$ cat config.mk
export PLATFORM = sky130hd
export DESIGN_NAME = aabb_fc_prep
export DESIGN_NICKNAME = d
export VERILOG_FILES = /design/src/sv/aabb_fc_pkg.sv /design/src/sv/aabb_fc_prep.sv
export SDC_FILE = /design/constraint.sdc
export NUM_CORES = 1
export LEC_CHECK = 0
export ABC_AREA = 1
export BUFFER_PORTS_ARGS = -buffer_cell sky130_fd_sc_hd__buf_4
export CELL_PAD_IN_SITES_DETAIL_PLACEMENT = 0
export CELL_PAD_IN_SITES_GLOBAL_PLACEMENT = 1
export CORE_AREA = 2 2 229 231
export CTS_CLUSTER_DIAMETER = 50
export DETAILED_ROUTE_END_ITERATION = 10
export DIE_AREA = 0 0 231 233
export PLACE_DENSITY_LB_ADDON = 0.2
export SYNTH_ARGS = -nofsm -noshare
export SYNTH_HDL_FRONTEND = slang
export SYNTH_SLANG_ARGS = --single-unit
export TNS_END_PERCENT = 20
$ cat constraint.sdc
create_clock -name i_clk -period 5.05 [get_ports i_clk]
set_input_delay 0 -clock i_clk [delete_from_list [all_inputs] [get_ports i_clk]]
set_output_delay 0 -clock i_clk [all_outputs]
set_load 0.05 [all_outputs]
$ cat src/sv/aabb_fc_pkg.sv
// ---------------------------------------------------------------------------
// aabb_fc_pkg
// Shared types and constants for the box frustum culling core.
// ---------------------------------------------------------------------------
package aabb_fc_pkg;

    localparam int COORD_WIDTH_DEF = 20;
    localparam int DIR_WIDTH_DEF   = 16;

    localparam int TAN_W       = 16;
    localparam int TAN_FRAC    = 12;
    localparam int DIST_W      = 19;
    localparam int CFG_DATA_W  = 64;
    localparam int CFG_ADDR_W  = 6;
    localparam int TDATA_OUT_W = 8;

    localparam logic [TAN_W-1:0]  TAN_V_RST = 16'd2365;
    localparam logic [TAN_W-1:0]  TAN_H_RST = 16'd4204;
    localparam logic [DIST_W-1:0] NEAR_RST  = 19'd1;
    localparam logic [DIST_W-1:0] FAR_RST   = 19'd64000;

    typedef enum logic [2:0] {
        REG_CAM_POS,
        REG_CAM_FWD,
        REG_CAM_RGT,
        REG_CAM_UP,
        REG_TAN_V,
        REG_TAN_H,
        REG_NEAR,
        REG_FAR
    } t_reg_idx;

    // Camera registers, each vector zero-extended to the full data width.
    typedef struct packed {
        logic [CFG_DATA_W-1:0] cam_pos;
        logic [CFG_DATA_W-1:0] cam_fwd;
        logic [CFG_DATA_W-1:0] cam_rgt;
        logic [CFG_DATA_W-1:0] cam_up;
        logic [TAN_W-1:0]      tan_v;
        logic [TAN_W-1:0]      tan_h;
        logic [DIST_W-1:0]     near_dist;
        logic [DIST_W-1:0]     far_dist;
    } t_cfg;

endpackage

$ cat src/sv/aabb_fc_prep.sv
// ---------------------------------------------------------------------------
// aabb_fc_prep
// Stage 1: doubled centre offset and extent per axis, degenerate and
// camera-inside flags.
// ---------------------------------------------------------------------------
module aabb_fc_prep #(
    parameter int CW = aabb_fc_pkg::COORD_WIDTH_DEF
) (
    input  logic                    i_clk,
    input  logic                    i_rst_n,
    input  logic                    i_valid,
    output logic                    o_ready,
    input  logic signed [CW-1:0]    i_min [3],
    input  logic signed [CW-1:0]    i_max [3],
    input  aabb_fc_pkg::t_cfg       i_cfg,
    output logic                    o_valid,
    input  logic                    i_ready,
    output logic signed [CW+1:0]    o_tc [3],
    output logic signed [CW:0]      o_ex [3],
    output logic                    o_degen,
    output logic                    o_inside
);
    localparam int TC_W   = CW + 2;
    localparam int EX_W   = CW + 1;
    localparam int DATA_W = aabb_fc_pkg::CFG_DATA_W;

    logic [3*CW-1:0]            pos_ext;
    logic signed [CW-1:0]       cam [3];
    logic signed [TC_W-1:0]     n_tc [3];
    logic signed [EX_W-1:0]     n_ex [3];
    logic                       n_degen;
    logic                       n_inside;
    logic signed [TC_W-1:0]     r_tc [3];
    logic signed [EX_W-1:0]     r_ex [3];
    logic                       r_degen;
    logic                       r_inside;
    logic                       r_vld;
    logic                       en;

    assign en      = ~r_vld | i_ready;
    assign o_ready = en;
    assign o_valid = r_vld;

    always_comb begin
        for (int b = 0; b < 3 * CW; b++) begin
            pos_ext[b] = (b < DATA_W) ? i_cfg.cam_pos[b % DATA_W] : 1'b0;
        end
        for (int i = 0; i < 3; i++) begin
            cam[i] = pos_ext[i*CW +: CW];
        end
    end

    always_comb begin
        n_degen  = 1'b1;
        n_inside = 1'b1;
        for (int i = 0; i < 3; i++) begin
            n_tc[i] = TC_W'(i_min[i]) + TC_W'(i_max[i]) - (TC_W'(cam[i]) <<< 1);
            n_ex[i] = EX_W'(i_max[i]) - EX_W'(i_min[i]);
            if (i_min[i] != i_max[i]) begin
                n_degen = 1'b0;
            end
            if (cam[i] < i_min[i] || cam[i] > i_max[i]) begin
                n_inside = 1'b0;
            end
        end
    end

    always_ff @(posedge i_clk) begin
        if (!i_rst_n) begin
            r_vld <= 1'b0;
        end else if (en) begin
            r_vld <= i_valid;
        end
    end

    always_ff @(posedge i_clk) begin
        if (en) begin
            r_tc     <= n_tc;
            r_ex     <= n_ex;
            r_degen  <= n_degen;
            r_inside <= n_inside;
        end
    end

    assign o_tc     = r_tc;
    assign o_ex     = r_ex;
    assign o_degen  = r_degen;
    assign o_inside = r_inside;

endmodule

# After elaboration in Yosys (flattened, before gate mapping)

Index checks and enable logic that the tools add are counted.

Bits in registers: 132
Bits in latches: 0
Bits in writable memories: 0
Bits in read-only memories: 0
Word-level logic and storage cells: 36
Memories: 0

Add/subtract/negate cells: 9
Multipliers: 0
Divide/modulo/power cells: 0
Magnitude comparators: 6
Equal/unequal tests: 3
Shifts and indexed selects: 0
Multiplexer cells: 2
Bitwise logic cells: 2
Reductions and logical operators: 5

Operators by type and width:

| kind                           | number |
|---|---|
| subtractor 21 x 21 -> 22 bit   | 3 |
| adder 20 x 20 -> 21 bit        | 3 |
| subtractor 20 x 20 -> 21 bit   | 3 |
| greater-than comparator 20 bit | 3 |
| < comparator 20 bit            | 3 |
| != test 20 bit                 | 3 |
| OR reduction 2 bit             | 2 |
| logical OR 1 bit               | 3 |
| 2-to-1 mux 1 bit               | 2 |
| inverter 1 bit                 | 1 |
| bitwise OR 1 bit               | 1 |

# Longest topological paths before layout

Depth after elaboration: 3
Mapped depth: 16
Depth with buffers taken out: 16

# Worst setup path after synthesis

No wires, ideal clock.

Kind: register to register
Start: reg r_vld, in the netlist o_valid
End: reg r_degen, in the netlist o_degen (enable)
Library setup time: 1.212 ns
Arrival: 3.099 ns
Required time: 3.838 ns
Path slack: 0.738 ns
Stages on the path, launching flop included: 2
Path through: dfxtp_1 nand2_1

Longest elaborated chain between the ends: 2

RTL lines:

| element                  | line               | source |
|---|---|---|
| start: declaration       | aabb_fc_prep.sv:37 | `logic r_vld;` |
| start signal: assignment | aabb_fc_prep.sv:72 | `r_vld <= i_valid;` |
| inverter 1 bit           | aabb_fc_prep.sv:40 | `assign en = ~r_vld \| i_ready;` |
| bitwise OR 1 bit         | aabb_fc_prep.sv:40 |  |
| via o_ready              | aabb_fc_prep.sv:12 | `output logic o_ready,` |
| end signal: assignment   | aabb_fc_prep.sv:80 | `r_degen <= n_degen;` |
| end: declaration         | aabb_fc_prep.sv:35 | `logic r_degen;` |

The timed path passes the listed nets, and every way through them passes these cells.
A chain may end at the register's enable or synchronous reset.

# Final worst setup path

Start: reg r_vld, in the netlist o_valid
End: reg r_vld, in the netlist o_valid

Longest elaborated chain between the ends: 2

RTL lines:

| element          | line |
|---|---|
| inverter 1 bit   | aabb_fc_prep.sv:40 |
| bitwise OR 1 bit | aabb_fc_prep.sv:40 |

No other way between the ends.

==> impl_metrics.ini <==
[run_status]
status = finished, final reports clean

[global_route]
grt_max_degree = 49
antenna_found_initial = 0
gr-total-overflow = 0
grt_pass1_wl_mm = 84.8
track_usage_pct = 21.2
grt_pass1_vias = 14571

[power_and_ir_drop]
vdd_drop_max_v = 0.000265
power_density_nw_per_um2 = 361
leakagePower_nw = 9.88
power_mw = 6.97

[timing]
rsz0062_at_grt = no
relSlewSlack_pct = 46.2
fmax_mhz = 393
fin_ws_ns = 2.50
setup_violations = 0
fin_worst_skew_ns = 0.0105
final_hold_viol_count = 0
drv_slew = 0
tightest_slew_ns = 0.806
finalSetupTns_ns = 0
period_minus_slack_ns = 2.55
timing.final.crit_share_pct = 50.4

[clock_tree]
cts_tree = done
cts_setup_buffers = 0
cts_buffers = 17
htreeDepth = 4
root_buffer = clkbuf_16
clk_pin_slew_ns = 0.07
clockBufferDepth = 2
clk_latency_ns = 0.50
cts_resized = 0
clock_sink_count = 129

[final_layout]
diodes = 0
fin_cells = 2961
drive_gt1_share_pct = 16.9
syn_to_final_growth_pct = 25.3
fillCellCount = 5471
final_common_cell = inv_1
utilization_pct = 37.7
fin_nets = 3021
multi_input_area_um2 = 9960
seqCellArea_um2 = 3860
final_cell_mix = inv_1, nand2_1, buf_4

[die]
fp.dieH_um = 233
core_um2 = 51100
fp.dieW_um = 231
fp-row-count = 83
initial_core_util_pct = 30.1
dieArea_um2 = 53800
ios = 583

[synth]
ys_ff_latch = 129
synth.avg_cell_area_um2 = 7.99
yosysUniqueCellTypes = 38
synth_warnings = 0
synth-async-reset-ratio_pct = 0
synth_edf_count = 128
syn_inst = 1926
syn-cell-area_um2 = 15400
seq_area_frac_synth_pct = 25.1
synth_ff_type = edfxtp_1
syn_nets = 2679

[routing]
routed_wl_mm = 56.3
postRouteAntennaNets = 0
drt_pass1_iterations = 5
drcViolationCount = 0
routedWlPerCell_um = 19.0
via_per_inst = 4.73
drt_iter0_markers = 679
vias = 14017

[worst_setup_path]
crit_slowest_cell = dlygate4sd3_1
cpPeakStageDelay_ns = 0.66
crit_family = buffers and inverters
r2r_slack_ns = 2.50
crit_arrival_ns = 2.98
crit_path_end_kind = flip-flop
path_buf_inv = 2
worstSetupPathType = reg2reg
rr_worst_depth = 4
worstPathCellList = nand2_4 -> buf_4 -> a21boi_0 -> dlygate4sd3_1
crit_cells = 4
start_kind = flip-flop
worstPathRequired_ns = 5.48
crit_fanout = 48

[place]
dp_hpwl_mm = 49.5
dp_slack_ns = 2.37
globalplace.congestion = 0.938
dp_cells = 2922
numPortBuffers = 316

[worst_hold_path]
hold_path_depth = 3
hp-class = in2reg

[run]
drv_cap = 0
Yosys cell counts (all sizes together), types with 3 or more instances:
cell type / number / share of area [%]
inv: 412 / 10
o21bai: 28 / 1.6
edfxtp: 128 / 25
o21a: 9 / 0.44
a211oi: 8 / 0.39
xor2: 75 / 4.3
ha: 240 / 20
buf: 3 / 0.15
nand2: 357 / 8.8
nor2: 121 / 3.0
o211ai: 6 / 0.29
fa: 63 / 8.2
a21oi: 173 / 5.8
a21o: 18 / 0.88
nand3: 53 / 1.7
o21ai: 92 / 3.1
nand4: 39 / 1.6
nor3: 17 / 0.55
xnor2: 38 / 2.2
a221oi: 6 / 0.34
nor4: 26 / 1.5
a31oi: 4 / 0.16
worst reg2reg max path, stage by stage (launching register included):
cell	delay [ns]
dfxtp_1	0.47
nand2_4	0.49
buf_4	0.46
a21boi_0	0.39
dlygate4sd3_1	0.66
layout make-up:
cell class,count,area share (%)
inverter,412,8.02
multi-input combinational,1382,51.7
timing repair buffer,326,12.8
clock buffer,17,2.21
tap,680,4.41
sequential,129,20.0
clock inverter,15,0.876
timing repair:
action                     CTS  global route
hold buffers                 7             0
hold endpoints to repair     5             0
setup endpoints to repair    0             0
report_power, final:
group | leakage, nW | switching, mW | total [mW] | internal [mW]
combinational | 8.25 | 2.71 | 3.92 | 1.20
clock | 0.290 | 0.603 | 1.30 | 0.701
sequential | 1.34 | 0.118 | 1.75 | 1.63
kinds of logic (layout without fill, tap and decap cells):
| group | Yosys count | in the layout | share of synthesized area [%] |
|---|---|---|---|
| flops | 129 | 129 | 25.1 |
| buf+inv | 415 | 770 | 10.2 |
| xor+xnor | 113 | 113 | 6.43 |
| fa+ha+maj | 303 | 303 | 27.7 |
| compound gates | 350 | 350 | 13.3 |
| simple gates | 616 | 616 | 17.2 |
per-layer routing:
layer / routed length (um) / track usage, % / up-vias
met4: 926 / 5.85 / 0
met1: 26900 / 29.2 / 6473
met2: 23900 / 32.4 / 433
met5: 0 / 0 / -
met3: 4490 / 5.94 / 46
li1: - / - / 7065
worst paths after layout:
kind / startpoint / to
max: o_valid / o_valid
min: i_max[22] / o_ex[23]
max reg2reg: o_valid / o_valid
min reg2reg: o_valid / o_tc[38]
registers in the layout, summed over array words and instances, names as in the netlist:
signal    flops
o_degen       1
o_inside      1
o_ex         62
o_valid       1
o_tc         64
through the flow:
step | cell area [um^2] | hold slack [ns]
floorplan | 15400 | 0.141
global placement | 18600 | 0.400
detailed placement | 18600 | 0.414
CTS | 19300 | 0.00224
global route | 19300 | 0.0418
finish | 19300 | 0.0239
Power figures use the tool's default switching activity.
