### src/sv/aabb_fc_pkg.sv
// ---------------------------------------------------------------------------
// aabb_fc_pkg
// Shared types and constants for the box frustum culling core.
// ---------------------------------------------------------------------------
package aabb_fc_pkg;

    localparam int COORD_WIDTH_DEF = 20;
    localparam int DIR_WIDTH_DEF   = 16;

    localparam int TAN_W       = 16;
    localparam int TAN_FRAC    = 12;
    localparam int DIST_W      = 19;
    localparam int CFG_DATA_W  = 64;
    localparam int CFG_ADDR_W  = 6;
    localparam int TDATA_OUT_W = 8;

    localparam logic [TAN_W-1:0]  TAN_V_RST = 16'd2365;
    localparam logic [TAN_W-1:0]  TAN_H_RST = 16'd4204;
    localparam logic [DIST_W-1:0] NEAR_RST  = 19'd1;
    localparam logic [DIST_W-1:0] FAR_RST   = 19'd64000;

    typedef enum logic [2:0] {
        REG_CAM_POS,
        REG_CAM_FWD,
        REG_CAM_RGT,
        REG_CAM_UP,
        REG_TAN_V,
        REG_TAN_H,
        REG_NEAR,
        REG_FAR
    } t_reg_idx;

    // Camera registers, each vector zero-extended to the full data width.
    typedef struct packed {
        logic [CFG_DATA_W-1:0] cam_pos;
        logic [CFG_DATA_W-1:0] cam_fwd;
        logic [CFG_DATA_W-1:0] cam_rgt;
        logic [CFG_DATA_W-1:0] cam_up;
        logic [TAN_W-1:0]      tan_v;
        logic [TAN_W-1:0]      tan_h;
        logic [DIST_W-1:0]     near_dist;
        logic [DIST_W-1:0]     far_dist;
    } t_cfg;

endpackage

### src/sv/aabb_fc_regs.sv
// ---------------------------------------------------------------------------
// aabb_fc_regs
// Camera register file behind the APB-style port; pready is always high.
// ---------------------------------------------------------------------------
module aabb_fc_regs #(
    parameter int CW = aabb_fc_pkg::COORD_WIDTH_DEF,
    parameter int DW = aabb_fc_pkg::DIR_WIDTH_DEF
) (
    input  logic                                i_clk,
    input  logic                                i_rst_n,
    input  logic                                i_psel,
    input  logic                                i_penable,
    input  logic                                i_pwrite,
    input  logic [aabb_fc_pkg::CFG_ADDR_W-1:0]  i_paddr,
    input  logic [aabb_fc_pkg::CFG_DATA_W-1:0]  i_pwdata,
    output logic [aabb_fc_pkg::CFG_DATA_W-1:0]  o_prdata,
    output aabb_fc_pkg::t_cfg                   o_cfg
);
    localparam int DATA_W = aabb_fc_pkg::CFG_DATA_W;
    // packed fields past the top data bit read as zero, so storage stops there
    localparam int POS_RW = (3 * CW > DATA_W) ? DATA_W : 3 * CW;
    localparam int DIR_RW = (3 * DW > DATA_W) ? DATA_W : 3 * DW;

    logic [POS_RW-1:0]                  r_cam_pos;
    logic [DIR_RW-1:0]                  r_cam_fwd;
    logic [DIR_RW-1:0]                  r_cam_rgt;
    logic [DIR_RW-1:0]                  r_cam_up;
    logic [aabb_fc_pkg::TAN_W-1:0]      r_tan_v;
    logic [aabb_fc_pkg::TAN_W-1:0]      r_tan_h;
    logic [aabb_fc_pkg::DIST_W-1:0]     r_near;
    logic [aabb_fc_pkg::DIST_W-1:0]     r_far;
    logic                               wr_en;
    aabb_fc_pkg::t_reg_idx              reg_idx;

    assign wr_en   = i_psel & i_penable & i_pwrite;
    assign reg_idx = aabb_fc_pkg::t_reg_idx'(i_paddr[aabb_fc_pkg::CFG_ADDR_W-1:3]);

    always_ff @(posedge i_clk) begin
        if (!i_rst_n) begin
            r_cam_pos <= '0;
            r_cam_fwd <= '0;
            r_cam_rgt <= '0;
            r_cam_up  <= '0;
            r_tan_v   <= aabb_fc_pkg::TAN_V_RST;
            r_tan_h   <= aabb_fc_pkg::TAN_H_RST;
            r_near    <= aabb_fc_pkg::NEAR_RST;
            r_far     <= aabb_fc_pkg::FAR_RST;
        end else if (wr_en) begin
            unique case (reg_idx)
                aabb_fc_pkg::REG_CAM_POS: r_cam_pos <= i_pwdata[POS_RW-1:0];
                aabb_fc_pkg::REG_CAM_FWD: r_cam_fwd <= i_pwdata[DIR_RW-1:0];
                aabb_fc_pkg::REG_CAM_RGT: r_cam_rgt <= i_pwdata[DIR_RW-1:0];
                aabb_fc_pkg::REG_CAM_UP:  r_cam_up  <= i_pwdata[DIR_RW-1:0];
                aabb_fc_pkg::REG_TAN_V:   r_tan_v   <= i_pwdata[aabb_fc_pkg::TAN_W-1:0];
                aabb_fc_pkg::REG_TAN_H:   r_tan_h   <= i_pwdata[aabb_fc_pkg::TAN_W-1:0];
                aabb_fc_pkg::REG_NEAR:    r_near    <= i_pwdata[aabb_fc_pkg::DIST_W-1:0];
                aabb_fc_pkg::REG_FAR:     r_far     <= i_pwdata[aabb_fc_pkg::DIST_W-1:0];
                default: ;
            endcase
        end
    end

    always_comb begin
        o_cfg.cam_pos   = DATA_W'(r_cam_pos);
        o_cfg.cam_fwd   = DATA_W'(r_cam_fwd);
        o_cfg.cam_rgt   = DATA_W'(r_cam_rgt);
        o_cfg.cam_up    = DATA_W'(r_cam_up);
        o_cfg.tan_v     = r_tan_v;
        o_cfg.tan_h     = r_tan_h;
        o_cfg.near_dist = r_near;
        o_cfg.far_dist  = r_far;
    end

    always_comb begin
        unique case (reg_idx)
            aabb_fc_pkg::REG_CAM_POS: o_prdata = o_cfg.cam_pos;
            aabb_fc_pkg::REG_CAM_FWD: o_prdata = o_cfg.cam_fwd;
            aabb_fc_pkg::REG_CAM_RGT: o_prdata = o_cfg.cam_rgt;
            aabb_fc_pkg::REG_CAM_UP:  o_prdata = o_cfg.cam_up;
            aabb_fc_pkg::REG_TAN_V:   o_prdata = DATA_W'(r_tan_v);
            aabb_fc_pkg::REG_TAN_H:   o_prdata = DATA_W'(r_tan_h);
            aabb_fc_pkg::REG_NEAR:    o_prdata = DATA_W'(r_near);
            aabb_fc_pkg::REG_FAR:     o_prdata = DATA_W'(r_far);
            default:                  o_prdata = '0;
        endcase
    end

endmodule

### config.mk
export PLATFORM = sky130hd
export DESIGN_NAME = aabb_fc_regs
export DESIGN_NICKNAME = d
export VERILOG_FILES = /design/src/sv/aabb_fc_pkg.sv /design/src/sv/aabb_fc_regs.sv
export SDC_FILE = /design/constraint.sdc
export NUM_CORES = 1
export LEC_CHECK = 0
export BUFFER_PORTS_ARGS = -buffer_cell sky130_fd_sc_hd__buf_2
export CAP_MARGIN = 20
export CELL_PAD_IN_SITES_DETAIL_PLACEMENT = 0
export CELL_PAD_IN_SITES_GLOBAL_PLACEMENT = 1
export CORE_MARGIN = 3
export CORE_UTILIZATION = 36
export DETAILED_ROUTE_END_ITERATION = 6
export PLACE_DENSITY_LB_ADDON = 0.2
export SLEW_MARGIN = 20
export SYNTH_ARGS = -nofsm -noshare
export SYNTH_HDL_FRONTEND = slang
export SYNTH_SLANG_ARGS = --single-unit
### constraint.sdc
create_clock -name i_clk -period 2.2 [get_ports i_clk]
set_input_delay 0.44 -clock i_clk [delete_from_list [all_inputs] [get_ports i_clk]]
set_output_delay 0.44 -clock i_clk [all_outputs]
set_load 0.1 [all_outputs]
; ---- Yosys cells after proc, flatten, opt, wreduce, memory -nomap -nowiden
; Cells that the tools add are included.
[op_classes]
reduce_logical = 9
muxes = 1
n_lt_le_gt_ge = 0
mul = 0
div = 0
eq_ne = 7
bitwise = 2
addsub = 0
shifts = 0
[ops]
columns = operator, n
row1 = $pmux W64 S8, 1
row2 = $reduce_and A2 Y1, 8
row3 = $eq A3 B3 Y1 const B, 4
row4 = $eq A3 B2 Y1 const B, 2
row5 = $eq A3 B1 Y1 const B, 1
row6 = $logic_not A3 Y1, 1
row7 = $and A1 B1 Y1, 2
[word_totals]
n_memories = 0
rom_bits = 0
output_inout_bits = 390
latchBits = 0
ramBits = 0
ff_bits = 274
word_cells = 27
inputBits = 75

; ---- Longest topological paths before layout
; Gate-level depths: netlist of run 1.
[logic_depth]
ltp_word = 3
depth_mapped = 7
depth_no_buf = 4

; ---- Least setup slack after synthesis of run 1
; No wires, ideal clock.
[synth_timing]
path_kind = register -> output
from = reg r_tan_h[10] in the netlist's numbering
to = out o_prdata[10] in the netlist's numbering
path_buffers = 0
required_time_ns = 1.760
t_arrival_ns = 2.915
stages_incl_launch_ff = 4
slack_ns = -1.155
path_cell_list = dfxtp_1 -> mux2i_1 -> a211o_1 -> a21oi_1
[synth_between]
elab_chain_len = 1
[synth_rtl]
columns = item, line
row1 = from (decl), aabb_fc_regs.sv:29  ; logic [aabb_fc_pkg::TAN_W-1:0] r_tan_h;
row2 = from (signal assigned), aabb_fc_regs.sv:45  ; r_tan_h <= aabb_fc_pkg::TAN_H_RST;
row3 = from (signal assigned), aabb_fc_regs.sv:55  ; aabb_fc_pkg::REG_TAN_H: r_tan_h <= i_pwdata[aabb_fc_pkg::TAN_W-1:0];
row4 = $pmux W64 S8, aabb_fc_regs.sv:75  ; unique case (reg_idx)
row5 = to (decl), aabb_fc_regs.sv:16  ; output logic [aabb_fc_pkg::CFG_DATA_W-1:0] o_prdata,
; No other way between the ends. The select of a mux whose other input is x is not followed.

; ---- Final worst setup path of run 1
[layout_timing]
from = in i_paddr[4] in the netlist's numbering
to = out o_prdata[0] in the netlist's numbering
[layout_between]
elab_chain_len = 2
word_cells_on_any_way = 9
cone_classes = eq/ne: 7 / mux: 1 / reduce/logical: 1
[layout_rtl]
columns = item, line
row1 = from (decl), aabb_fc_regs.sv:14  ; input logic [aabb_fc_pkg::CFG_ADDR_W-1:0] i_paddr,
row2 = $eq A3 B3 Y1 (tied with other cells), aabb_fc_regs.sv:75
row3 = $pmux W64 S8 *, aabb_fc_regs.sv:75
; Mark *: on every way between the ends. The rest lies on a longest branch, timed or not. The select of a mux whose other input is x is not followed.

==> metrics.cfg, run 1 <==
[flow_run]
cap_violations = 0

[clock_network]
cts-root-to-sink-buffers = 3
clk_pin_slew_worst_paths_ns = 0.06
root_buffer = clkbuf_16
hold_buffers = 0
h-tree-depth = 1
tritoncts.num_buffers = 31
worst_skew_pair.late_latency_ns = 0.55
clkSinkCount = 274
cts_tree = done

[cells_and_area]
final_core_utilization_pct = 53.5
nFillCells = 3282
total_inserted_antenna_cells = 0
post_layout_nonfiller_instances = 2427
post_route_cells_drive_above_1_share_pct = 47.3
area_delta_synth_final_pct = 45.2
finalNetCount = 2025

[sta]
max_slew.worst_pin.slew_ns = 0.567
unrepaired_setup_endpoints_after_global_routing = true
clock_skew_ns = 0
finalWorstPathRequiredPeriod_ns = 2.35
final_hold_viol_count = 0
setup-violations-final = 20
timing.hold.ws_ns = 0.120
max-slew-margin-rel_pct = 62.4
max_freq_mhz = 426
final.setup.worst_slack_ns = -0.149
fin_crit_sh_pct = 107
slew_violations = 0

[power]
power.ir.vdd_worst_v = 0.000610
total_leakage_power_uw = 0.00776
pwr_density_cell_nw_per_um2 = 670
post-layout-total-power_uw = 12500

[critical_path]
capturing_element_type_of_the_critical_path = primary output
crit_arrival_ns = 1.91
crit_path_max_fanout = 23
path_class = input port to primary output
worst_ep_required_time_ns = 1.76
critical_path.startpoint_type = input port

[route]
postRouteWirelength_mm = 48.4
num_vias = 12100
drt_pass1_iterations = 5
antenna_left = 0
first_iter_violations = 648
detail_route.vias_per_cell = 4.97
remaining_drc_errors = 0
route.detailed.wl_per_inst_um = 19.9

[placed_design]
post-place-ws_ns = -0.289
port-buffer-count = 401
place_inst = 2341
detailedPlacementHpwl_mm = 34.1
gp_routability_congestion = 0.814

[floorplanning]
die_height_um = 195
die_w_um = 195
core_area_um2 = 34900
core.rowCount = 68
area_enclosed_by_the_die_boundary_um2 = 38000
total_i_o_pin_count = 465
floorplan.initialDensity_pct = 36.8

[grt]
antenna_violations_before_repair = 0
largest_net_degree_at_the_start_of_global_routing = 71
tot_gr_track_use_pct = 24.3
grt_pass1_wl_mm = 73.0
first_global_vias = 11800
globalRoute.totalOverflow = 0

[synth]
number_of_flops_mapped_to_enable_cells_by_yosys = 0
avgSynthCellArea_um2 = 8.39
ys_warn_count = 0
synth.ff_latch_count = 274
ys_dominant_reg_cell = dfxtp_1
synthArstFlopShare_pct = 0
synth.distinct_cells = 36
synth_seq_area_share_pct = 42.7
synth_area_um2 = 12800
synthesis.instances = 1532

[hold_path]
hold_path.class = input port to flip-flop

[status]
status = complete, but fails checks
failed_checks = setup timing

per-stage QoR:
step / area (µm²) / TNS (ns)
final: 18700 / -1.64
after global routing: 18700 / -2.97
after CTS: 18500 / -2.32
after detailed placement: 17100 / -39.35
after global placement: 17100 / -34.56
after floorplan: 13900 / -0.607
worst max-delay path, cell delays in order:
cell	delay, ns
buf_8	0.17
and2b_2	0.26
buf_4	0.18
a22o_1	0.27
a221oi_2	0.32
nor2_4	0.06
buf_12	0.17
synthesized netlist by cell type (all sizes together), types with 2 or more instances:
master	instances	area [µm²]
buf	137	897
a211o	2	17.5
mux4	31	698
a221oi	22	193
a22o	15	131
or2	6	37.5
mux2i	23	230
nand2b	4	25.0
and2	12	75.1
dfxtp	274	5490
or3	3	18.8
a211oi	3	22.5
a21boi	255	1910
nor2b	33	206
o22ai	5	31.3
a21oi	3	15.0
mux2	13	146
nand2	553	2080
o22a	3	26.3
nor2	40	155
nand3	20	100
nor3	5	35.0
inv	13	48.8
clkbuf	51	194
per-layer routing:
layer  GRT usage [%]  routed length, µm
met1            32.3              21100
met2            41.8              23400
met3            4.33               3080
met4            4.33                784
met5               0                  0
layout make-up:
class	count	area, µm²	area share, %
flip-flops and latches	274	5760	30.9
clock buffers	43	861	4.61
clock inverters	12	214	1.15
well taps	455	569	3.05
multi-input cells	1112	7090	38.0
repair buffers	518	4120	22.1
inverters	13	48.8	0.261
kinds of logic after synthesis:
| logic type | Yosys count | share of synthesized area (%) |
|---|---|---|
| and+or+nand+nor | 679 | 21.6 |
| other | 1 | 0.0292 |
| DFF | 274 | 42.7 |
| muxes | 67 | 8.36 |
| buffers and inverters | 201 | 8.87 |
| AOI/OAI and AO/OA | 310 | 18.4 |
path summary, 6_finish.rpt:
kind | from | to | slack (ns) | depth (start not counted)
worst max-delay path | i_paddr[4] | o_prdata[0] | -0.15 | 7
worst max register to register | r_tan_h[3] | r_tan_h[3] | 1.38 | 4
worst min register to register | r_cam_pos[46] | r_cam_pos[46] | 0.46 | 2
worst min-delay path | i_pwdata[49] | r_cam_pos[49] | 0.12 | 3
state kept, by name (all words and copies together) (netlist names):
| register | count |
|---|---|
| r_cam_pos | 60 |
| r_tan_v | 16 |
| r_cam_rgt | 48 |
| r_cam_fwd | 48 |
| r_tan_h | 16 |
| r_cam_up | 48 |
| r_near | 19 |
| r_far | 19 |
cells in the final DEF, fill, tap and decap left out, types with 6 or more instances in the layout:
master,count
conb_1,56
nand3_1,20
bufinv_16,6
mux4_2,31
mux2i_1,22
and2_2,12
buf_12,82
a221oi_4,6
a21boi_0,193
buf_6,9
a21boi_1,62
nand2_1,551
buf_2,338
clkbuf_16,31
mux2_2,7
nor2_1,20
nor2_2,6
mux2_4,6
dfxtp_1,59
a22o_1,13
a221oi_2,16
buf_4,87
dfxtp_2,212
nor2b_4,29
clkbuf_1,8
inv_1,13
nor2_4,14
or2_2,6
report_power, final:
part / switching [µW] / internal (µW) / leakage (µW)
Sequential: 32.2 / 5000 / 0.00230
Clock: 2100 / 3410 / 0.000529
Combinational: 1450 / 507 / 0.00493
what timing repair did:
| action | CTS | global route |
|---|---|---|
| setup endpoints to repair | 60 | 54 |
| setup buffers | 23 | 7 |
| cloned | 0 | 1 |
| gates resized for setup | 29 | 21 |
| pin swaps | 26 | 17 |
(Power assumes the default switching activity.)
==> inputs of run 2 (changes only) <==
--- a/config.mk
+++ b/config.mk
@@ -17,3 +17,4 @@
 export SYNTH_ARGS = -nofsm -noshare
 export SYNTH_HDL_FRONTEND = slang
 export SYNTH_SLANG_ARGS = --single-unit
+export TNS_END_PERCENT = 5
==> run 2 against run 1 <==
  * Die area unchanged
  * Non-clock buffer count decreased by 25
  * Register-to-register slack improved by 0.08 ns
  * Maximum frequency about the same
  * Clock power decreased by 2%
  * Hold slack improved by 0.0053 ns
  * Sequential power about the same
  * Utilization decreased by 1.2 points
  * Critical path depth decreased by 1
  * Largest cell class unchanged
  * First-iteration DRC count decreased by 4.3%
  * The run still ends with setup timing left
  * Sequential cell count unchanged
==> metrics.cfg, run 2 (synthesis gave the netlist of run 1 again) <==
[route]
num_vias = 12000  ; -0.41%
topRoutingLayerUsed = met4
detail_route.vias_per_cell = 4.99  ; +0.50%
route.detailed.wl_per_inst_um = 19.9  ; -0.22%
first_iter_violations = 620  ; -4.3%
remaining_drc_errors = 0  ; unchanged
postRouteWirelength_mm = 47.9  ; -1.1%
detail_route.wirelength.met1_mm = 20.6  ; -2.4%
drt_pass1_iterations = 5  ; unchanged
dr_wl_met2_mm = 23.0  ; -1.8%
detailroute.wirelength.met3_mm = 3.26  ; +5.7%
antenna_left = 0  ; unchanged

[floorplanning]
area_enclosed_by_the_die_boundary_um2 = 38000  ; unchanged
floorplan.initialDensity_pct = 36.8  ; unchanged
die_height_um = 195  ; unchanged
core.rowCount = 68  ; unchanged
die_w_um = 195  ; unchanged
total_i_o_pin_count = 465  ; unchanged
core_area_um2 = 34900  ; unchanged

[sta]
fin_crit_sh_pct = 107  ; about the same
max_freq_mhz = 426  ; about the same
slew_violations = 0  ; unchanged
final.setup.worst_slack_ns = -0.147  ; +0.00174 ns
unrepaired_setup_endpoints_after_global_routing = true
max-slew-margin-rel_pct = 60.8  ; -1.7 points
final_hold_viol_count = 0  ; unchanged
setup-violations-final = 16  ; -20%
max_slew.worst_pin.slew_ns = 0.588  ; +0.0209 ns
finalWorstPathRequiredPeriod_ns = 2.35  ; -0.00174 ns
clock_skew_ns = 0  ; unchanged

[grt]
tot_gr_track_use_pct = 24.0  ; -0.29 points
first_global_vias = 11700  ; -1.2%
antenna_violations_before_repair = 2  ; +2
largest_net_degree_at_the_start_of_global_routing = 88  ; +24%
globalRoute.totalOverflow = 0  ; unchanged
grt_pass1_wl_mm = 72.2  ; -1.1%

[power]
total_leakage_power_uw = 0.00757  ; -2.4%
swShare_pct = 28.6  ; -0.075 points
power.ir.vdd_worst_v = 0.000709  ; +16%
pwr_density_cell_nw_per_um2 = 680  ; +1.5%
sequentialPowerShare_pct = 40.6  ; +0.3 points
p_clk_share_pct = 43.7  ; -0.4 points
comb_power_share_pct = 15.7  ; about the same
post-layout-total-power_uw = 12400  ; -0.73%
internal_cell_power_uw = 8860  ; -0.63%
total_switching_power_uw = 3540  ; -1.0%

[critical_path]
worst_ep_required_time_ns = 1.76  ; about the same
cp.depth = 6  ; -1
startpoint_of_the_most_critical_setup_path = r_far[13]
path_class = flip-flop to primary output
capturing_element_type_of_the_critical_path = primary output
critical_path.cell_chain = mux2_2 -> a22o_1 -> a221oi_2 -> buf_4 -> nor2_4 -> buf_12
regToRegEndpoint = r_far[5]
critical_path.startpoint_type = flip-flop
critical_path.n_buffers_inverters = 2  ; -1
crit_path_slowest_cell = dfxtp_2
crit_arrival_ns = 1.91  ; about the same
reg2regPathDepth = 3  ; -1
critical_path.top_delay_family = compound AO/OA/AOI/OAI gates
regToRegSetupSlack_ns = 1.46  ; +0.08 ns
crit_path_max_fanout = 3  ; -87%
rr_startpoint = r_far[5]
cpPeakStageDelay_ns = 0.33  ; about the same
worst_setup_path_endpoint = o_prdata[13]

[clock_network]
cts-root-to-sink-buffers = 3  ; unchanged
clk_pin_slew_worst_paths_ns = 0.06  ; about the same
cts_tree = done
clkSinkCount = 274  ; unchanged
tritoncts.num_buffers = 30  ; -3.2%
hold_buffers = 0  ; unchanged
worst_skew_pair.late_latency_ns = 0.54  ; about the same
root_buffer = clkbuf_16
h-tree-depth = 1  ; unchanged

[status]
status = complete, but fails checks
failed_checks = setup timing

[cells_and_area]
post_route_cells_drive_above_1_share_pct = 38.4  ; -8.9 points
finalNetCount = 1999  ; -1.3%
most_common_cell_after_layout_fill_and_taps_aside = nand2_1
number_of_flip_flops_in_the_largest_register = 60  ; unchanged
layout_common_cells = nand2_1, buf_2, dfxtp_1
layout.cell_area.non_filler_um2 = 18200  ; -2.2%
area_delta_synth_final_pct = 42.0
largest_register = r_cam_pos

[flow_run]
cap_violations = 0  ; unchanged

[placed_design]
gp_routability_congestion = 0.827  ; +1.6%
port-buffer-count = 401  ; unchanged
dpl_cell_area_um2 = 16700  ; -2.4%
detailedPlacementHpwl_mm = 32.8  ; -3.6%

[hold_path]
hold_path.class = input port to flip-flop

==> run 2: power groups by stage <==
stage | clock (µW) | combinational (µW) | sequential, µW
6_report | 5420 | 1950 | 5030
5_1_grt | 5730 | 2030 | 5040
4_1_cts | 5540 | 1950 | 5030
3_5_place_dp | 0 | 1900 | 5140
3_3_place_gp | 0 | 1890 | 5140
2_1_floorplan | 0 | 1190 | 5410
==> run 2: worst min path at each step <==
stage | start | to | depth (start not counted)
6_report | i_pwdata[48] | r_cam_pos[48] | 3
3_3_place_gp | r_cam_pos[21] | r_cam_pos[21] | 2
2_1_floorplan | i_pwdata[27] | r_cam_rgt[27] | 2
5_1_grt | i_pwdata[49] | r_cam_pos[49] | 3
3_5_place_dp | r_cam_pos[21] | r_cam_pos[21] | 2
4_1_cts | i_pwdata[48] | r_cam_pos[48] | 3
==> run 2: area by class of cell <==
cell class | count | area (µm²)
Antenna cell | 2 | 5.00
Clock buffer | 46 | 922
Clock inverter | 10 | 154
Fill cell | 3341 | 16600
Inverter | 13 | 48.8
Multi-Input combinational cell | 1112 | 7010
Sequential cell | 274 | 5550
Tap cell | 455 | 569
Timing Repair Buffer | 493 | 3980
==> run 2: tightest hold or removal path: cells and delay by family <==
kind	cells	cell delay, ns
and+or+nand+nor	1	0.04
AOI/OAI and AO/OA	1	0.05
buffers and inverters	1	0.09
==> run 2: repair_timing <==
item                                    in CTS  in global routing
endpoints found under the setup margin      60                 36
gates resized for setup                     80                 17
setup buffers                                7                  0
gates cloned                                 1                  0
endpoints found under the hold margin        0                  0
pin swaps                                    5                  3
==> run 2: per-layer routing <==
metal  vias up  global-route usage, %
li1       5741                      -
met1      5800                   31.8
met2       405                   40.3
met3        56                   4.66
met4         0                   5.89
met5         -                      0
==> run 2: through the flow <==
step	TNS, ns	cells	utilization (%)	hold slack, ns	setup WS (ns)
2_1_floorplan	-9.41	1587	-	0.575	-0.231
3_3_place_gp	-6.14	2339	48.0	0.450	-0.264
3_5_place_dp	-7.07	2339	48.0	0.460	-0.247
4_1_cts	-2.10	2403	52.1	0.0990	-0.182
5_1_grt	-2.85	2405	52.3	0.110	-0.260
6_report	-1.78	2405	52.3	0.126	-0.147
==> inputs of run 3 (changes only) <==
--- a/config.mk
+++ b/config.mk
@@ -12,7 +12,7 @@
 export CORE_MARGIN = 3
 export CORE_UTILIZATION = 36
 export DETAILED_ROUTE_END_ITERATION = 6
-export PLACE_DENSITY_LB_ADDON = 0.2
+export PLACE_DENSITY_LB_ADDON = 0.15
 export SLEW_MARGIN = 20
 export SYNTH_ARGS = -nofsm -noshare
 export SYNTH_HDL_FRONTEND = slang
==> run 3 against run 2 <==
  * The run still ends with setup timing left
  * Final cell count is essentially flat
  * Critical path depth stayed put
  * Combinational power about the same
  * Total power decreased by 5.3%
==> metrics.cfg, run 3 (synthesis gave the netlist of run 1 again) <==
[floorplanning]
core.rowCount = 68  ; unchanged
area_enclosed_by_the_die_boundary_um2 = 38000  ; unchanged
floorplan.initialDensity_pct = 36.8  ; unchanged
die_w_um = 195  ; unchanged
core_area_um2 = 34900  ; unchanged
total_i_o_pin_count = 465  ; unchanged
die_height_um = 195  ; unchanged

[critical_path]
regToRegEndpoint = r_cam_fwd[36]
startpoint_of_the_most_critical_setup_path = r_tan_h[6]
rr_startpoint = r_cam_fwd[36]
worst_ep_required_time_ns = 1.76  ; about the same
regToRegSetupSlack_ns = 1.47  ; about the same
reg2regPathDepth = 2  ; -1
capturing_element_type_of_the_critical_path = primary output
crit_path_max_fanout = 2  ; -1
crit_arrival_ns = 1.98  ; +0.07 ns
critical_path.startpoint_type = flip-flop
path_class = flip-flop to primary output
worst_setup_path_endpoint = o_prdata[6]

[cells_and_area]
post_route_cells_drive_above_1_share_pct = 37.1  ; -1.3 points
final_core_utilization_pct = 51.5  ; -0.78 points
post_layout_nonfiller_instances = 2403  ; -0.083%
layout.cell_area.non_filler_um2 = 18000  ; -1.5%
total_inserted_antenna_cells = 0  ; -2
number_of_flip_flops_in_the_largest_register = 60  ; unchanged
finalNetCount = 2003  ; +0.20%
most_common_cell_after_layout_fill_and_taps_aside = nand2_1
largest_register = r_cam_pos
layout_common_cells = nand2_1, buf_2, dfxtp_1
area_delta_synth_final_pct = 39.9

[power]
power.ir.vdd_worst_v = 0.000548  ; -23%
swShare_pct = 29.8  ; +1.2 points
total_switching_power_uw = 3490  ; -1.3%
total_leakage_power_uw = 0.00746  ; -1.5%
sequentialPowerShare_pct = 42.9  ; +2.3 points
pwr_density_cell_nw_per_um2 = 653  ; -3.9%
comb_power_share_pct = 16.5  ; +0.8 points
internal_cell_power_uw = 8250  ; -6.9%
p_clk_share_pct = 40.7  ; -3.0 points

[clock_network]
worst_skew_pair.late_latency_ns = 0.55  ; about the same
h-tree-depth = 1  ; unchanged
clk_pin_slew_worst_paths_ns = 0.06  ; about the same
tritoncts.num_buffers = 31  ; +3.3%
clkSinkCount = 274  ; unchanged
hold_buffers = 0  ; unchanged
root_buffer = clkbuf_16
cts-root-to-sink-buffers = 3  ; unchanged
cts_tree = done

[sta]
max-slew-margin-rel_pct = 63.8  ; +3.1 points
max_slew.worst_pin.slew_ns = 0.542  ; -0.0459 ns
unrepaired_setup_endpoints_after_global_routing = true
final.setup.worst_slack_ns = -0.217  ; -0.0696 ns
fin_crit_sh_pct = 110  ; +3.2 points
slew_violations = 0  ; unchanged
finalWorstPathRequiredPeriod_ns = 2.42  ; +0.0696 ns
max_freq_mhz = 414  ; -2.9%
clock_skew_ns = 0  ; unchanged
setup-violations-final = 14  ; -2
timing.hold.ws_ns = 0.130  ; +0.00448 ns
final_hold_viol_count = 0  ; unchanged

[grt]
grtUsageMet1_pct = 31.7  ; -0.17 points
antenna_violations_before_repair = 3  ; +1
tot_gr_track_use_pct = 24.1  ; +0.13 points
grt_busiest_layer = met2
largest_net_degree_at_the_start_of_global_routing = 75  ; -15%
globalRoute.totalOverflow = 0  ; unchanged
grtUsageMet2_pct = 41.4  ; +1.2 points
gr-usage-met3_pct = 5.03  ; +0.36 points
first_global_vias = 11900  ; +2.1%
grt_pass1_wl_mm = 72.8  ; +0.80%

[status]
failed_checks = setup timing
status = complete, but fails checks

[placed_design]
detailedPlacementHpwl_mm = 33.5  ; +1.9%
dpl_cell_area_um2 = 16700  ; +0.12%
gp_routability_congestion = 0.828  ; +0.11%
port-buffer-count = 401  ; unchanged
post-place-ws_ns = -0.360  ; -0.113 ns
place_inst = 2348  ; +0.38%

[route]
antenna_left = 0  ; unchanged
first_iter_violations = 698  ; +13%
num_vias = 12000  ; +0.0083%
drt_pass1_iterations = 5  ; unchanged
detail_route.vias_per_cell = 5.00  ; about the same
route.detailed.wl_per_inst_um = 19.9  ; about the same
postRouteWirelength_mm = 47.8  ; -0.13%
remaining_drc_errors = 0  ; unchanged

[hold_path]
hold-path-cell-count = 3  ; unchanged
hold_path.class = input port to flip-flop
hold_start = i_pwdata[53]

[flow_run]
cap_violations = 0  ; unchanged

[run 3: cell count changes in the layout (fill, tap and decap cells not counted), moves of 5 or more]
cell	before	now
buf_6	13	19
and2_4	12	1
and2_1	0	10
dfxtp_2	55	50
[run 3: power groups by stage]
stage          registers [µW]  logic (µW)  clock network [µW]
6_report                 5040        1930                4780
5_1_grt                  5040        2010                5080
4_1_cts                  5040        1920                4900
3_5_place_dp             5140        1890                   0
3_3_place_gp             5140        1880                   0
2_1_floorplan            5410        1190                   0
[run 3: worst min-delay path by stage]
| stage | slack, ns | to |
|---|---|---|
| global placement | 0.45 | r_cam_rgt[33] |
| finish | 0.13 | r_cam_pos[53] |
| CTS | 0.10 | r_cam_pos[49] |
| floorplan | 0.57 | r_cam_rgt[27] |
| detailed placement | 0.46 | r_cam_up[10] |
| global route | 0.12 | r_cam_pos[52] |
[run 3: layout make-up]
class / instances / area (µm²)
clock buffer: 46 / 882
tap: 455 / 569
fill: 3321 / 16900
multi-input combinational: 1112 / 6930
inverter: 13 / 48.8
sequential: 274 / 5550
timing repair buffer: 496 / 3950
clock inverter: 7 / 41.3
[run 3: repair_timing]
item	in CTS	in global routing
setup buffers	0	2
pin swaps	0	3
resized for setup	52	29
endpoints found under the setup margin	60	52
[run 3: stage by stage]
step	total power, µW	setup TNS [ns]
5_1_grt	12100	-2.81
2_1_floorplan	6600	-9.41
3_3_place_gp	7030	-11.96
6_report	11700	-1.81
3_5_place_dp	7040	-13.10
4_1_cts	11900	-2.32
[run 3: worst max-delay path: stages (launching register included)]
cell and delay (ns):
dfxtp_2 0.31, mux2_4 0.26, a22o_1 0.19, a221oi_2 0.30, buf_4 0.17, nor2_4 0.03
buf_12 0.16
[run 3: metal layers]
metal	wire length, µm	vias up	part of all wire [%]
met5	29	-	0.061
met4	916	6	1.9
met3	3150	65	6.6
met2	22900	413	48
met1	20800	5775	43
li1	-	5744	-
